==> src/hdl/mrtu_pkg.sv <==
`default_nettype none
// ----------------------------------------------------------------------------
// Modbus RTU responder package
// Shared transaction types, function codes, register indexes and CRC constants.
// ----------------------------------------------------------------------------
package mrtu_pkg;

  typedef struct packed {
    logic [7:0]  station;
    logic [7:0]  opcode;
    logic [15:0] register_address;
    logic [15:0] data_word;
    logic [15:0] crc_received;
    logic [15:0] fault_flags;
  } in_item_t;

  typedef struct packed {
    logic [7:0]  tx_byte;
    logic        last_byte;
    logic [15:0] drive_frequency;
    logic [7:0]  drive_duty;
    logic        drive_enable;
  } out_item_t;

  // Function codes.
  localparam logic [7:0] OP_READ_BITS  = 8'h01;
  localparam logic [7:0] OP_READ_REGS  = 8'h03;
  localparam logic [7:0] OP_WRITE_BIT  = 8'h05;
  localparam logic [7:0] OP_WRITE_REG  = 8'h06;

  // Configuration register indexes.
  localparam logic CFG_FREQ_LIMIT = 1'b0;
  localparam logic CFG_DUTY_LIMIT = 1'b1;

  // Register addresses used by the write requests.
  localparam logic [15:0] ADDR_ENABLE = 16'd0;
  localparam logic [15:0] ADDR_FREQ   = 16'd1;
  localparam logic [15:0] ADDR_DUTY   = 16'd2;

  localparam logic [15:0] FREQ_LIMIT_RESET = 16'd10000;
  localparam logic [7:0]  DUTY_LIMIT_RESET = 8'd100;

  localparam logic [15:0] CRC_INIT = 16'hFFFF;
  localparam logic [15:0] CRC_POLY = 16'hA001;

  localparam logic [7:0] BYTE_COUNT_BITS = 8'h02;
  localparam logic [7:0] BYTE_COUNT_REGS = 8'h04;
  localparam logic [7:0] COIL_ON         = 8'hFF;

endpackage
`default_nettype wire

==> src/hdl/mrtu_if.sv <==
`default_nettype none
// ----------------------------------------------------------------------------
// Modbus RTU responder channels
// Valid/ready channels for request and reply-byte transactions.
// ----------------------------------------------------------------------------
interface mrtu_in_if;
  logic               valid;
  logic               ready;
  mrtu_pkg::in_item_t payload;

  modport source (output valid, output payload, input ready);
  modport sink   (input valid, input payload, output ready);
endinterface

interface mrtu_out_if;
  logic                valid;
  logic                ready;
  mrtu_pkg::out_item_t payload;

  modport source (output valid, output payload, input ready);
  modport sink   (input valid, input payload, output ready);
endinterface
`default_nettype wire

==> src/hdl/modbus_rtu_slave_responder.sv <==
`default_nettype none
// ----------------------------------------------------------------------------
// Modbus RTU slave responder
// Checks one 8-byte request, updates the drive settings and sends the reply.
// ----------------------------------------------------------------------------
// Usage:
// A complete request is offered on in_chan as one transaction carrying the
// decoded fields of the frame plus the present fault flags. The block is ready
// only when idle. It recomputes the CRC-16 over the first six request bytes
// with a bit-serial CRC unit, one bit per cycle. A request with a bad CRC or
// an unknown function code is dropped silently. Read requests build a reply
// whose CRC is computed by the same unit; write requests are applied and
// echoed. Reply bytes leave on out_chan, one per transaction, with last_byte
// set on the final one and the drive settings after the request attached to
// every byte. A stall on out_chan simply holds the current byte. The limits
// are to be written through the cfg_ port only while idle; the block itself
// does not enforce this. Reset (rst_n low, synchronous) returns to idle,
// clears the settings and restores the limits to 10000 and 100.
// ----------------------------------------------------------------------------
module modbus_rtu_slave_responder import mrtu_pkg::*; (
  input  wire logic        clk,
  input  wire logic        rst_n,
  mrtu_in_if.sink          in_chan,
  mrtu_out_if.source       out_chan,
  input  wire logic        cfg_wr_en,
  input  wire logic        cfg_index,
  input  wire logic [15:0] cfg_wdata
);

  // Sequencer states.
  localparam logic [2:0] ST_IDLE   = 3'd0;
  localparam logic [2:0] ST_CRC    = 3'd1;
  localparam logic [2:0] ST_DECIDE = 3'd2;
  localparam logic [2:0] ST_STORE  = 3'd3;
  localparam logic [2:0] ST_SEND   = 3'd4;

  localparam int BufDepth = 9;

  logic [2:0]  state_r, state_nxt;
  logic        pass_reply_r, pass_reply_nxt;   // CRC pass over the reply, not the request
  logic [3:0]  byte_idx_r, byte_idx_nxt;
  logic [2:0]  bit_idx_r, bit_idx_nxt;
  logic [3:0]  crc_len_r, crc_len_nxt;
  logic [3:0]  len_r, len_nxt;
  logic [15:0] crc_r, crc_nxt;
  logic [2:0]  fault_r, fault_nxt;

  logic [15:0] freq_limit_r, freq_limit_nxt;
  logic [7:0]  duty_limit_r, duty_limit_nxt;
  logic        enable_r, enable_nxt;
  logic [15:0] freq_set_r, freq_set_nxt;
  logic [7:0]  duty_set_r, duty_set_nxt;

  logic [7:0]  rep_buf_r   [BufDepth];
  logic [7:0]  rep_buf_nxt [BufDepth];

  logic [7:0]  cur_byte;
  logic        crc_fb;
  logic [15:0] crc_step;
  logic        out_fire;
  logic        in_fire;
  logic        is_last;
  logic [7:0]  opcode;
  logic [15:0] req_addr;
  logic [15:0] req_data;
  logic        crc_ok;

  assign in_chan.ready  = (state_r == ST_IDLE);
  assign in_fire        = in_chan.valid && in_chan.ready;
  assign out_chan.valid = (state_r == ST_SEND);
  assign out_fire       = out_chan.valid && out_chan.ready;
  assign is_last        = (byte_idx_r == len_r - 4'd1);

  assign out_chan.payload.tx_byte         = rep_buf_r[byte_idx_r];
  assign out_chan.payload.last_byte       = is_last;
  assign out_chan.payload.drive_frequency = freq_set_r;
  assign out_chan.payload.drive_duty      = duty_set_r;
  assign out_chan.payload.drive_enable    = enable_r;

  // The shared CRC unit: one message bit per cycle, least significant first.
  // Feeding bits one at a time is equivalent to xoring a whole byte in and
  // shifting eight times.
  assign cur_byte = rep_buf_r[byte_idx_r];
  assign crc_fb   = crc_r[0] ^ cur_byte[bit_idx_r];
  assign crc_step = {1'b0, crc_r[15:1]} ^ (crc_fb ? CRC_POLY : 16'h0000);

  assign opcode   = rep_buf_r[1];
  assign req_addr = {rep_buf_r[2], rep_buf_r[3]};
  assign req_data = {rep_buf_r[4], rep_buf_r[5]};
  assign crc_ok   = (crc_r == {rep_buf_r[7], rep_buf_r[6]});

  always_comb begin
    state_nxt      = state_r;
    pass_reply_nxt = pass_reply_r;
    byte_idx_nxt   = byte_idx_r;
    bit_idx_nxt    = bit_idx_r;
    crc_len_nxt    = crc_len_r;
    len_nxt        = len_r;
    crc_nxt        = crc_r;
    fault_nxt      = fault_r;
    freq_limit_nxt = freq_limit_r;
    duty_limit_nxt = duty_limit_r;
    enable_nxt     = enable_r;
    freq_set_nxt   = freq_set_r;
    duty_set_nxt   = duty_set_r;
    for (int i = 0; i < BufDepth; i++) begin
      rep_buf_nxt[i] = rep_buf_r[i];
    end

    if (cfg_wr_en) begin
      unique case (cfg_index)
        CFG_FREQ_LIMIT: freq_limit_nxt = cfg_wdata;
        CFG_DUTY_LIMIT: duty_limit_nxt = cfg_wdata[7:0];
        default: ;
      endcase
    end

    unique case (state_r)
      ST_IDLE: begin
        if (in_fire) begin
          rep_buf_nxt[0] = in_chan.payload.station;
          rep_buf_nxt[1] = in_chan.payload.opcode;
          rep_buf_nxt[2] = in_chan.payload.register_address[15:8];
          rep_buf_nxt[3] = in_chan.payload.register_address[7:0];
          rep_buf_nxt[4] = in_chan.payload.data_word[15:8];
          rep_buf_nxt[5] = in_chan.payload.data_word[7:0];
          rep_buf_nxt[6] = in_chan.payload.crc_received[7:0];
          rep_buf_nxt[7] = in_chan.payload.crc_received[15:8];
          fault_nxt      = {in_chan.payload.fault_flags[4], in_chan.payload.fault_flags[3],
                            in_chan.payload.fault_flags[5]};
          crc_nxt        = CRC_INIT;
          byte_idx_nxt   = 4'd0;
          bit_idx_nxt    = 3'd0;
          crc_len_nxt    = 4'd6;
          pass_reply_nxt = 1'b0;
          state_nxt      = ST_CRC;
        end
      end

      ST_CRC: begin
        crc_nxt     = crc_step;
        bit_idx_nxt = bit_idx_r + 3'd1;
        if (bit_idx_r == 3'd7) begin
          byte_idx_nxt = byte_idx_r + 4'd1;
          if (byte_idx_r == crc_len_r - 4'd1) begin
            state_nxt = pass_reply_r ? ST_STORE : ST_DECIDE;
          end
        end
      end

      ST_DECIDE: begin
        byte_idx_nxt = 4'd0;
        bit_idx_nxt  = 3'd0;
        crc_nxt      = CRC_INIT;
        state_nxt    = ST_IDLE;
        if (crc_ok) begin
          case (opcode)
            OP_READ_BITS: begin
              rep_buf_nxt[2] = BYTE_COUNT_BITS;
              rep_buf_nxt[3] = {3'b000, enable_r, fault_r, enable_r};
              rep_buf_nxt[4] = 8'h00;
              crc_len_nxt    = 4'd5;
              len_nxt        = 4'd7;
              pass_reply_nxt = 1'b1;
              state_nxt      = ST_CRC;
            end
            OP_READ_REGS: begin
              rep_buf_nxt[2] = BYTE_COUNT_REGS;
              rep_buf_nxt[3] = freq_set_r[15:8];
              rep_buf_nxt[4] = freq_set_r[7:0];
              rep_buf_nxt[5] = 8'h00;
              rep_buf_nxt[6] = duty_set_r;
              crc_len_nxt    = 4'd7;
              len_nxt        = 4'd9;
              pass_reply_nxt = 1'b1;
              state_nxt      = ST_CRC;
            end
            OP_WRITE_BIT: begin
              if (req_addr == ADDR_ENABLE) begin
                enable_nxt = (rep_buf_r[4] == COIL_ON);
              end
              len_nxt   = 4'd8;
              state_nxt = ST_SEND;
            end
            OP_WRITE_REG: begin
              if (req_addr == ADDR_FREQ) begin
                freq_set_nxt = (req_data > freq_limit_r) ? freq_limit_r : req_data;
              end else if (req_addr == ADDR_DUTY) begin
                duty_set_nxt = (rep_buf_r[5] > duty_limit_r) ? duty_limit_r : rep_buf_r[5];
              end
              len_nxt   = 4'd8;
              state_nxt = ST_SEND;
            end
            default: state_nxt = ST_IDLE;
          endcase
        end
      end

      ST_STORE: begin
        // Append the reply CRC, low byte first, after the last covered byte.
        rep_buf_nxt[crc_len_r]        = crc_r[7:0];
        rep_buf_nxt[crc_len_r + 4'd1] = crc_r[15:8];
        byte_idx_nxt                  = 4'd0;
        state_nxt                     = ST_SEND;
      end

      ST_SEND: begin
        if (out_fire) begin
          if (is_last) begin
            state_nxt = ST_IDLE;
          end else begin
            byte_idx_nxt = byte_idx_r + 4'd1;
          end
        end
      end

      default: state_nxt = ST_IDLE;
    endcase
  end

  always_ff @(posedge clk) begin
    if (!rst_n) begin
      state_r      <= ST_IDLE;
      pass_reply_r <= 1'b0;
      byte_idx_r   <= 4'd0;
      bit_idx_r    <= 3'd0;
      crc_len_r    <= 4'd6;
      len_r        <= 4'd8;
      freq_limit_r <= FREQ_LIMIT_RESET;
      duty_limit_r <= DUTY_LIMIT_RESET;
      enable_r     <= 1'b0;
      freq_set_r   <= 16'd0;
      duty_set_r   <= 8'd0;
    end else begin
      state_r      <= state_nxt;
      pass_reply_r <= pass_reply_nxt;
      byte_idx_r   <= byte_idx_nxt;
      bit_idx_r    <= bit_idx_nxt;
      crc_len_r    <= crc_len_nxt;
      len_r        <= len_nxt;
      freq_limit_r <= freq_limit_nxt;
      duty_limit_r <= duty_limit_nxt;
      enable_r     <= enable_nxt;
      freq_set_r   <= freq_set_nxt;
      duty_set_r   <= duty_set_nxt;
    end
  end

  // Datapath registers carry no reset.
  always_ff @(posedge clk) begin
    crc_r   <= crc_nxt;
    fault_r <= fault_nxt;
    for (int i = 0; i < BufDepth; i++) begin
      rep_buf_r[i] <= rep_buf_nxt[i];
    end
  end

`ifndef SYNTHESIS
  // The settings only move when a request is acted upon.
  a_settings_hold: assert property (@(posedge clk) disable iff (!rst_n)
    (state_r != ST_DECIDE) |=> ($stable(freq_set_r) && $stable(duty_set_r) && $stable(enable_r)))
    else $error("drive settings changed outside the decision step");

  // A reply is always seven, eight or nine bytes long.
  a_reply_len: assert property (@(posedge clk) disable iff (!rst_n)
    (state_r == ST_SEND) |-> ((len_r == 4'd7) || (len_r == 4'd8) || (len_r == 4'd9)))
    else $error("reply length out of range");

  // The byte pointer never runs past the end of the reply.
  a_send_index: assert property (@(posedge clk) disable iff (!rst_n)
    (state_r == ST_SEND) |-> (byte_idx_r < len_r))
    else $error("reply byte pointer beyond reply length");

  // After the final reply byte the block takes a new request at once.
  a_ready_after_last: assert property (@(posedge clk) disable iff (!rst_n)
    (out_fire && is_last) |=> in_chan.ready)
    else $error("not ready after the final reply byte");

  // A request is never taken while a reply byte is pending.
  a_no_overlap: assert property (@(posedge clk) disable iff (!rst_n)
    !(in_fire && out_chan.valid))
    else $error("request accepted during a reply");
`endif

endmodule
`default_nettype wire
==> src/flat_wrapper.sv <==
// flat-port wrapper written by rule: the top's interface ports become plain ports
module modbus_rtu_slave_responder_flat import mrtu_pkg::*;
  (clk, rst_n, cfg_wr_en, cfg_index, cfg_wdata, in_chan_valid, in_chan_payload, in_chan_ready, out_chan_valid, out_chan_payload, out_chan_ready);
  mrtu_in_if in_chan_i ();
  mrtu_out_if out_chan_i ();
  input  wire logic clk;
  input  wire logic rst_n;
  input  wire logic cfg_wr_en;
  input  wire logic cfg_index;
  input  wire logic [15:0] cfg_wdata;
  input wire logic [$bits(in_chan_i.valid)-1:0] in_chan_valid;
  input wire logic [$bits(in_chan_i.payload)-1:0] in_chan_payload;
  output wire logic [$bits(in_chan_i.ready)-1:0] in_chan_ready;
  output wire logic [$bits(out_chan_i.valid)-1:0] out_chan_valid;
  output wire logic [$bits(out_chan_i.payload)-1:0] out_chan_payload;
  input wire logic [$bits(out_chan_i.ready)-1:0] out_chan_ready;
  assign in_chan_i.valid = in_chan_valid;
  assign in_chan_i.payload = in_chan_payload;
  assign in_chan_ready = in_chan_i.ready;
  assign out_chan_valid = out_chan_i.valid;
  assign out_chan_payload = out_chan_i.payload;
  assign out_chan_i.ready = out_chan_ready;
  modbus_rtu_slave_responder u_core (.clk(clk), .rst_n(rst_n), .in_chan(in_chan_i), .out_chan(out_chan_i), .cfg_wr_en(cfg_wr_en), .cfg_index(cfg_index), .cfg_wdata(cfg_wdata));
endmodule
==> config.mk <==
export PLATFORM = sky130hd
export DESIGN_NAME = modbus_rtu_slave_responder_flat
export DESIGN_NICKNAME = d
export VERILOG_FILES = /design/src/hdl/mrtu_pkg.sv /design/src/hdl/mrtu_if.sv /design/src/hdl/modbus_rtu_slave_responder.sv /design/src/flat_wrapper.sv
export SDC_FILE = /design/constraint.sdc
export NUM_CORES = 1
export LEC_CHECK = 0
export BUFFER_PORTS_ARGS = -buffer_cell sky130_fd_sc_hd__buf_2
export CAP_MARGIN = 20
export CELL_PAD_IN_SITES_DETAIL_PLACEMENT = 1
export CELL_PAD_IN_SITES_GLOBAL_PLACEMENT = 1
export CORE_MARGIN = 4
export CORE_UTILIZATION = 44
export DETAILED_ROUTE_END_ITERATION = 6
export GPL_TIMING_DRIVEN = 0
export PLACE_DENSITY = 0.81
export SYNTH_ARGS = -nofsm -noshare
export SYNTH_HDL_FRONTEND = slang
export SYNTH_SLANG_ARGS = --single-unit
==> constraint.sdc <==
create_clock -name clk -period 3.67 [get_ports clk]
set_input_delay 0.5505 -clock clk [delete_from_list [all_inputs] [get_ports clk]]
set_output_delay 0.5505 -clock clk [all_outputs]
set_load 0.1 [all_outputs]
==> results of run 1 <==
==> power by group <==
| group | total (mW) | switching, mW | internal [mW] |
|---|---|---|---|
| logic | 2.36 | 1.58 | 0.778 |
| clock network | 1.83 | 0.755 | 1.07 |
| registers | 2.58 | 0.333 | 2.25 |
==> cell families after synthesis <==
logic type,count (synthesis)
compound gates,212
xor+xnor,29
fa+ha+maj,36
buf+inv,97
flops,160
mux,67
simple gates,333
==> worst reg2reg max path: stages, from the launching register on <==
cell	delay, ns
edfxtp_1	0.43
or4_1	0.60
nor4b_2	0.62
nand2_1	0.47
nor2b_1	0.20
o21ai_0	0.11
a21oi_2	0.22
buf_8	0.20
==> per-stage QoR <==
stage                     setup slack, ns  instances  utilization
after floorplan                     0.261        934            -
after global placement             -0.396       1327        0.494
after detailed placement            0.510       1328        0.495
after CTS                           0.427       1360        0.524
after global routing                0.403       1361        0.525
final                               0.502       1362        0.525
==> cell usage in the layout (no fill, tap or decap), types with 8 or more instances in the layout <==
cell type and count:
nand2_1 153, buf_2 126, edfxtp_1 91, o21ai_0 70, dfxtp_1 69, clkbuf_1 46
nor2_1 46, a21oi_1 43, mux2i_1 43, inv_1 39, ha_1 36, and2_1 31
a31oi_1 29, nand4_1 23, nand2b_1 23, xnor2_1 23, clkbuf_16 17, mux4_2 16
a21boi_0 16, nor2b_1 15, nand3_1 10, o22ai_1 9, o211ai_1 9, mux2_2 8
a22oi_1 8
==> cell type report <==
| type | instances | area [sq um] | area share |
|---|---|---|---|
| plain buffers | 57 | 248 | 0.0233 |
| repair buffers | 125 | 646 | 0.0607 |
| diodes | 1 | 2.50 | 0.000235 |
| clock inverters | 13 | 164 | 0.0154 |
| flip-flops and latches | 160 | 4110 | 0.387 |
| multi-input cells | 677 | 4540 | 0.427 |
| well taps | 270 | 338 | 0.0318 |
| inverters | 40 | 150 | 0.0141 |
| clock buffers | 19 | 433 | 0.0407 |
==> routing by layer <==
metal | up-vias | share of wire | global-route usage
met3 | 78 | 0.083 | 0.0527
li1 | 3645 | - | -
met1 | 3882 | 0.42 | 0.367
met4 | 0 | 0.035 | 0.116
met5 | - | 0 | 0
met2 | 399 | 0.46 | 0.446
==> registers in the layout (all words and copies together), names as in the netlist, named ones only <==
signal	cells
u_core.rep_buf_r	72
u_core.crc_r	16
u_core.freq_limit_r	16
u_core.freq_set_r	16
u_core.duty_limit_r	8
u_core.duty_set_r	8
u_core.byte_idx_r	4
u_core.bit_idx_r	3
u_core.fault_r	3
u_core.len_r	3
u_core.state_r	3
u_core.crc_len_r	2
u_core.enable_r	1
u_core.pass_reply_r	1
==> worst min path at each step <==
stage / start / endpoint / slack [ns]
floorplan: u_core.len_r[3]$_SDFFE_PN1P_ / u_core.len_r[3]$_SDFFE_PN1P_ / 0.44
global placement: u_core.freq_limit_r[9]$_SDFFE_PN1P_ / u_core.freq_set_r[9]$_SDFFE_PN0P_ / 0.47
detailed placement: u_core.freq_limit_r[9]$_SDFFE_PN1P_ / u_core.freq_set_r[9]$_SDFFE_PN0P_ / 0.48
CTS: in_chan_payload[3] / u_core.fault_r[1]$_DFFE_PP_ / 0.28
global route: in_chan_payload[5] / u_core.fault_r[0]$_DFFE_PP_ / 0.28
finish: in_chan_payload[3] / u_core.fault_r[1]$_DFFE_PP_ / 0.30
==> metrics, run 1 <==
DRT iter0 DRCs=751; Avg Vias per Cell=5.88; Post-CTS Setup Bufs=0; Design Area, Final=10600 sq um; clk root buf=clkbuf_16; via count=8004; Core ar.=20200 sq um; final WL=31.5 mm; cell family with most CP delay=simple AND/OR/NAND/NOR gates; dpl cell area=10000 sq um; Critical Path, Cell by Cell=or4_1 -> nor4b_2 -> nand2_1 -> nor2b_1 -> o21ai_0 -> a21oi_2 -> buf_8; Crit Path Category=register to register; antenna violations before repair=1; run status=complete, no violations; Final Cycle Share=0.863; gr usage total=0.277; Critical Path Slowest Stage Cell=nor4b_2; final routed DRC violation total=0; slew margin rel.=0.304; WL/cell=23.1 um; maximum clock frequency=316 MHz; Worst Tran Pin Value=1.04 ns; largest family of logic cells by synthesized area=simple AND/OR/NAND/NOR gates; cell accounting for the most synthesized area=edfxtp_1; Async S/R FF share, synth=0; remaining antenna violation count=0; Ys Warns=0; max-slew violations=0; number of I/O pins=138; Synth Cell Area=9040 sq um; CTS clk-pin slew, worst paths=0.06 ns; vias in the first global route=8342; Setup crit end=u_core.rep_buf_r[6][0]$_DFFE_PP_; die span in x=151 um; largest net degree at the start of global routing=25; crit path launch type=register; clk buf depth=2; Worst Hold Class=primary input to register; reg-to-reg critical path startpoint=u_core.rep_buf_r[1][5]$_DFFE_PP_; Yosys reg bits=160; worst hold stages=1; detailed-router iteration count before antenna repair=5; Req. time, crit path=3.80 ns; critical path launch point=u_core.rep_buf_r[1][5]$_DFFE_PP_; Initial Util=0.447; die area=22900 sq um; Placer Congestion=0.920; Fill cells=2321; RSZ-0062 raised after global routing=false; Die Ht=151 um; worst reg2reg path depth=7; Power per Cell Area=636 nW/um^2; Buf/Inv on CP=1; clock period minus final worst setup slack=3.17 ns; CTS tree=done; # rows=52; most frequent cell after synthesis=nand2_1; Arr. time, crit path=3.30 ns; clock sinks=160; Synth Area per Inst=9.68 sq um; XOR/XNOR Fraction of Synth Area=0.0296; syn_nets=1072; layout cells sized above 1=0.185; Post-synth EDFFs=91; worst skew pair latency=0.44 ns; Simple-Gate Fraction of Synth Area=0.181; Tot Pwr=6.76 mW; Detailed Place HPWL=23.5 mm; Final setup viols=0; Worst Setup End Kind=register; H-tree depth=4; post-synthesis adder-cell area fraction=0.0498; Reg-to-Reg End=u_core.rep_buf_r[6][0]$_DFFE_PP_; R2R setup slack=0.50 ns; top-area cell type share of the netlist area=0.302; grt ovf=0; cts hold-fix bufs=0; Worst Skew=0.0103 ns; Seq/Total Area, Yosys=0.455; critical path peak fanout=16; first-pass GRT wire length=47.0 mm; Post-synth top flop=edfxtp_1; Cells after Synth=934; crit-path max cell delay=0.62 ns; # nets final=1216; Yosys cell types=58; Synth area leaders=edfxtp_1, dfxtp_1, nand2_1, ha_1, mux2i_1; worst vdd ir=0.332 mV; TritonCTS Buffers=17; Total Neg Setup Slack=0 ns; mux cell area share after synthesis=0.0975; Hold Violations, Final=0; synth cell count leaders=nand2_1, edfxtp_1, o21ai_0, dfxtp_1, nor2_1; Crit. path cell count=7; Area Overhead vs Synth=17.6%; maxcap violations=0; Leakage=4.21 nW; Post-CTS Resized=0; input/output buffers=123; Hold Slack=0.296 ns; compound-cell area share of the yosys netlist=0.142
Power figures use the tool's default switching activity.
==> run 2: changes to the inputs <==
--- a/config.mk
+++ b/config.mk
@@ -9,7 +9,7 @@
 export CAP_MARGIN = 20
 export CELL_PAD_IN_SITES_DETAIL_PLACEMENT = 1
 export CELL_PAD_IN_SITES_GLOBAL_PLACEMENT = 1
-export CORE_MARGIN = 4
+export CORE_MARGIN = 2
 export CORE_UTILIZATION = 44
 export DETAILED_ROUTE_END_ITERATION = 6
 export GPL_TIMING_DRIVEN = 0
==> run 2 against run 1 <==
  * Global-route usage grew 1.7 points
  * Clock power rose by 5%
  * Sequential power about the same
  * Non-clock buffer count unchanged
  * Setup slack improved by 0.053 ns
  * Core utilization increased by 0.42 points
  * First-iteration DRC count is 8.7% lower
  * Sequential cell count unchanged
  * Die area fell by 5.2%
  * Routed wire length hardly changed
  * Critical path type unchanged
  * Critical endpoint is now u_core.freq_set_r[12]$_SDFFE_PN0P_
  * Highest routed layer unchanged
==> metrics, run 2 (synthesis gave the netlist of run 1 again) <==
Detailed Place HPWL=23.4 mm (-0.63%); Leakage=4.24 nW (+0.82%); Crit Path Category=register to register; max-slew violations=0 (unchanged); P_int=4.22 mW (+3.1%); gr usage total=0.294 (+0.0168); grt ovf=0 (unchanged); Flop pwr share=0.375 (-0.006); via count=8043 (+0.49%); dpl cells=1328 (unchanged); Critical Path Slowest Stage Cell=edfxtp_1; combinational share of power=0.344 (-0.005); CTS tree=done; Worst Tran Pin Value=0.935 ns (-0.109 ns); worst skew pair latency=0.44 ns (about the same); Power per Cell Area=646 nW/um^2 (+1.5%); WL/cell=23.1 um (about the same); final routed DRC violation total=0 (unchanged); # rows=52 (unchanged); clock period minus final worst setup slack=3.11 ns (-0.0532 ns); maximum clock frequency=321 MHz (+1.7%); Worst Skew=0.00832 ns (-0.00200 ns); Arr. time, crit path=3.47 ns (+0.17 ns); Clock power frac=0.280 (+0.010); Area Overhead vs Synth=18.2%; remaining antenna violation count=0 (unchanged); largest register by flop count=u_core.rep_buf_r; detailed-router iteration count before antenna repair=5 (unchanged); vias in the first global route=8226 (-1.4%); P_sw=2.68 mW (+0.24%); Post-CTS Setup Bufs=0 (unchanged); largest net degree at the start of global routing=25 (unchanged); Worst Setup End Kind=register; Post-CTS Resized=0 (unchanged); slew margin rel.=0.377 (+0.0725); worst vdd ir=0.310 mV (-6.5%); most frequent cells in the layout=nand2_1, buf_2, edfxtp_1; Final setup viols=0 (unchanged); final WL=31.5 mm (about the same); number of I/O pins=138 (unchanged); RSZ-0062 raised after global routing=false; n_diodes=0 (-1); Avg Vias per Cell=5.91 (+0.56%); antenna violations before repair=0 (-1); most common cell after layout, fill and taps aside=nand2_1; Req. time, crit path=4.02 ns (+0.22 ns); maxcap violations=0 (unchanged); TritonCTS Buffers=17 (unchanged); layout cells sized above 1=0.185 (unchanged); Fill cells=2313 (-0.34%); crit-path max cell delay=0.58 ns (-0.04 ns); H-tree depth=4 (unchanged); Critical Path, Cell by Cell=ha_1 -> a21o_1 -> a211o_1 -> a21oi_1 -> a211oi_1 -> o31ai_2 -> clkbuf_1 -> nand2_1 -> a31oi_1; cts hold-fix bufs=0 (unchanged); clk root buf=clkbuf_16; clock sinks=160 (unchanged); Placer Congestion=0.936 (+1.7%); # nets final=1216 (unchanged); Largest register FFs=72 (unchanged); input/output buffers=123 (unchanged); CTS clk-pin slew, worst paths=0.06 ns (about the same); Total Neg Setup Slack=0 ns (unchanged); run status=complete, no violations; Final Cycle Share=0.849 (-0.0145); die area=21700 sq um (-5.2%); DRT iter0 DRCs=686 (-8.7%); Hold Violations, Final=0 (unchanged); final std cells w/o fill=1361 (-0.073%); Worst Hold Class=primary input to register; critical path peak fanout=10 (-6); Initial Util=0.448 (+0.00144); die span in x=147 um (-2.6%); Core ar.=20200 sq um (-0.32%); crit path launch type=register; Net Sw Frac=0.388 (-0.00671); Die Ht=147 um (-2.6%); clk buf depth=2 (unchanged); first-pass GRT wire length=48.0 mm (+2.1%)
[run 2: cell types whose count changed in the layout (fill, tap and decap cells not counted), moves of 2 or more]
cell	delta
clkbuf_8	+2
clkinvlp_4	-2
clkinv_4	-2
clkbuf_16	+2
[run 2: power by group through the flow]
stage	combinational [mW]	sequential, mW	clock (mW)
global route	2.56	2.60	2.00
floorplan	1.70	2.43	0
CTS	2.32	2.58	1.94
detailed placement	2.29	2.61	0
global placement	2.20	2.60	0
finish	2.38	2.59	1.93
[run 2: per-stage QoR]
step                setup WS, ns  cell area (sq um)   util  hold WS [ns]  power (mW)
global placement          -0.318              10000  0.496         0.466        4.80
detailed placement         0.433              10000  0.497         0.477        4.90
global route               0.398              10700  0.530         0.293        7.17
CTS                        0.417              10700  0.528         0.282        6.84
finish                     0.555              10700  0.530         0.295        6.90
floorplan                  0.261               9040      -         0.444        4.13
[run 2: final timing paths]
check | startpoint | to | slack, ns | cells after the start
min reg2reg | u_core.freq_limit_r[9]$_SDFFE_PN1P_ | u_core.freq_set_r[9]$_SDFFE_PN0P_ | 0.48 | 2
max reg2reg | u_core.rep_buf_r[5][6]$_DFFE_PP_ | u_core.freq_set_r[12]$_SDFFE_PN0P_ | 0.56 | 9
min | in_chan_payload[3] | u_core.fault_r[1]$_DFFE_PP_ | 0.30 | 1
max | u_core.rep_buf_r[5][6]$_DFFE_PP_ | u_core.freq_set_r[12]$_SDFFE_PN0P_ | 0.56 | 9
[run 2: per-layer routing]
layer  share of wire  vias to the layer above  GRT usage
li1                -                     3643          -
met1            0.43                     4029      0.401
met2            0.48                      319      0.482
met3           0.063                       52     0.0450
met4           0.024                        0     0.0957
met5               0                        -          0
[run 2: cell type report]
| class | count | area, sq um | share of cell area |
|---|---|---|---|
| Buffer | 57 | 248 | 0.0232 |
| Multi-Input combinational cell | 677 | 4540 | 0.425 |
| Sequential cell | 160 | 4110 | 0.385 |
| Timing Repair Buffer | 125 | 658 | 0.0616 |
| Inverter | 40 | 150 | 0.0141 |
| Clock inverter | 8 | 124 | 0.0116 |
| Tap cell | 270 | 338 | 0.0316 |
| Clock buffer | 24 | 514 | 0.0481 |
[run 2: worst max-delay path: cells and delay by family, from the launching register on]
| family | cells | cell delay (ns) |
|---|---|---|
| buffers and inverters | 1 | 0.46 |
| DFF | 1 | 0.58 |
| AOI/OAI and AO/OA | 6 | 1.45 |
| adders and majority gates | 1 | 0.39 |
| and+or+nand+nor | 1 | 0.13 |
==> run 3: changes to the inputs <==
==> constraint.sdc (replaced) <==
create_clock -name clk -period 3.09 [get_ports clk]
set_input_delay 0.4635 -clock clk [delete_from_list [all_inputs] [get_ports clk]]
set_output_delay 0.4635 -clock clk [all_outputs]
set_load 0.1 [all_outputs]
==> run 3 against run 2 <==
  * Routed wire length fell by 0.66%
  * Count of clock-buffer cells in the layout fell by 6
  * Clock power rose by 13%
  * Final area fell by 0.36%
  * Die area did not move
  * Clock skew rose by 0.0023 ns
  * Hold slack got worse by 0.076 ns
  * Register-to-register slack got worse by 0.51 ns
  * Global-route usage fell by 0.34 points
==> metrics, run 3 (synthesis gave the netlist of run 1 again) <==
Hold Slack=0.219 ns (-0.0762 ns); CTS tree=done; H-tree depth=4 (unchanged); clock sinks=160 (unchanged); Area Overhead vs Synth=17.7%; # nets final=1215 (-0.082%); clk buf depth=2 (unchanged); Clock power frac=0.271 (-0.009); detailed-router iteration count before antenna repair=5 (unchanged); clk root buf=clkbuf_16; largest register by flop count=u_core.rep_buf_r; Die Ht=147 um (unchanged); combinational share of power=0.347 (+0.003); Final setup viols=0 (unchanged); antenna violations before repair=0 (unchanged); number of I/O pins=138 (unchanged); P_sw=3.18 mW (+19%); Hold Violations, Final=0 (unchanged); worst vdd ir=0.413 mV (+33%); final routed DRC violation total=0 (unchanged); vias in the first global route=8271 (+0.55%); most frequent cells in the layout=nand2_1, buf_2, edfxtp_1; TritonCTS Buffers=17 (unchanged); hold_sp=in_chan_payload[3]; maxcap violations=0 (unchanged); Critical Path, Cell by Cell=xnor2_1 -> nand4_1 -> nor4_4 -> nand2_2 -> nor4_4 -> buf_4 -> o21ai_0 -> a21oi_1; Placer Congestion=0.920 (-1.7%); R2R setup slack=0.04 ns (-0.51 ns); run status=complete, no violations; Worst Setup End Kind=register; remaining antenna violation count=0 (unchanged); clock period minus final worst setup slack=3.05 ns (-0.0666 ns); Core ar.=20200 sq um (unchanged); Flop pwr share=0.382 (+0.007); CTS clk-pin slew, worst paths=0.06 ns (about the same); die area=21700 sq um (unchanged); Crit Path Category=register to register; worst reg2reg path depth=8 (-1); P_int=4.86 mW (+15%); Detailed Place HPWL=23.4 mm (about the same); gr usage total=0.291 (-0.00339); maximum clock frequency=328 MHz (+2.2%); critical path's most frequent cell=nor4_4; first-pass GRT wire length=47.6 mm (-0.88%); Critical Path Slowest Stage Cell=nor4_4; most common cell after layout, fill and taps aside=nand2_1; reg-to-reg critical path startpoint=u_core.crc_r[0]$_SDFFCE_PN1P_; die span in x=147 um (unchanged); final core utilization=0.528 (-0.00192); largest net degree at the start of global routing=25 (unchanged); Initial Util=0.448 (unchanged); max-slew violations=0 (unchanged); Arr. time, crit path=3.40 ns (-0.07 ns); via count=7980 (-0.78%); Final Cycle Share=0.986 (+0.138); Worst Tran Pin Value=0.930 ns (-0.00460 ns); cts hold-fix bufs=0 (unchanged); crit-path max cell delay=0.61 ns (+0.03 ns); crit path launch type=register; Worst Hold End=u_core.fault_r[1]$_DFFE_PP_; Largest register FFs=72 (unchanged); critical path peak fanout=10 (unchanged); input/output buffers=123 (unchanged); DRT iter0 DRCs=638 (-7.0%); layout cells sized above 1=0.188 (+0.00292); n_diodes=0 (unchanged); Worst Hold Class=primary input to register; Req. time, crit path=3.44 ns (-0.58 ns); final WL=31.3 mm (-0.66%); Worst Skew=0.0106 ns (+0.00229 ns); grt ovf=0 (unchanged); WL/cell=23.0 um (-0.59%); Leakage=4.21 nW (-0.67%); Post-CTS Setup Bufs=0 (unchanged); Reg-to-Reg End=u_core.duty_set_r[0]$_SDFFE_PN0P_; worst hold stages=1 (unchanged); slew margin rel.=0.380 (+0.00307); # rows=52 (unchanged); worst skew pair latency=0.44 ns (about the same); Net Sw Frac=0.396 (+0.00783); RSZ-0062 raised after global routing=false; Power per Cell Area=756 nW/um^2 (+17%); Avg Vias per Cell=5.87 (-0.71%)
==> run 3: cell types whose count changed in the layout (fill, tap and decap cells not counted), sizes merged <==
cell      delta
inv          +1
clkinv       +1
clkinvlp     +4
clkbuf       -6
buf          -1
==> run 3: through the flow <==
stage	power [mW]	instances	TNS, ns	setup slack [ns]	instance area (sq um)
final	8.05	1360	0	0.0420	10600
after global routing	8.35	1360	0	0.0000884	10600
after CTS	7.99	1360	0	0.0146	10600
after detailed placement	5.80	1328	-3.04	-0.128	10000
after global placement	5.70	1327	-17.37	-0.942	10000
after floorplan	4.91	934	-0.0245	-0.00153	9050
==> run 3: worst max path at each step <==
stage / startpoint / to / slack, ns / cells past startpoint
after floorplan: u_core.rep_buf_r[1][4]$_DFFE_PP_ / u_core.rep_buf_r[5][0]$_DFFE_PP_ / -0.002 / 6
after global placement: u_core.rep_buf_r[1][5]$_DFFE_PP_ / u_core.rep_buf_r[5][3]$_DFFE_PP_ / -0.94 / 6
after detailed placement: u_core.rep_buf_r[1][4]$_DFFE_PP_ / u_core.rep_buf_r[4][4]$_DFFE_PP_ / -0.13 / 5
after CTS: u_core.rep_buf_r[5][6]$_DFFE_PP_ / u_core.freq_set_r[12]$_SDFFE_PN0P_ / 0.01 / 9
after global routing: u_core.crc_r[0]$_SDFFCE_PN1P_ / u_core.duty_set_r[0]$_SDFFE_PN0P_ / 0.00009 / 8
final: u_core.crc_r[0]$_SDFFCE_PN1P_ / u_core.duty_set_r[0]$_SDFFE_PN0P_ / 0.04 / 8
==> run 3: final cells by class <==
class                           instances  area [sq um]
Fill cell                            2348          9530
Multi-Input combinational cell        677          4570
Sequential cell                       160          4110
Timing Repair Buffer                  124           631
Clock buffer                           18           429
Tap cell                              270           338
Buffer                                 57           250
Clock inverter                         14           165
Inverter                               40           150
==> run 3: worst max-delay path, delay by kind of cell (launching register included) <==
kind,cells,cell delay [ns]
AOI/OAI and AO/OA,2,0.28
xor gates and xnor gates,1,0.25
buffers and inverters,1,0.27
and+or+nand+nor,4,1.58
DFF,1,0.56
==> run 3: power groups by stage <==
stage	Sequential (mW)	Combinational, mW	Clock, mW
CTS	3.05	2.75	2.18
detailed placement	3.09	2.71	0
finish	3.07	2.79	2.18
floorplan	2.88	2.03	0
global placement	3.09	2.61	0
global route	3.09	3.00	2.26
==> run 3: layer usage <==
layer / vias up / routed length (um) / GRT usage / part of all wire
li1: 3651 / - / - / -
met1: 3922 / 13500 / 0.389 / 0.43
met2: 335 / 14700 / 0.477 / 0.47
met3: 72 / 2020 / 0.0475 / 0.065
met4: 0 / 1070 / 0.108 / 0.034
met5: - / 0 / 0 / 0
==> run 3: what timing repair did <==
action                                  4_1_cts  5_1_grt
cloned                                        0        0
gates resized for setup                       1        6
endpoints found under the setup margin       24       26
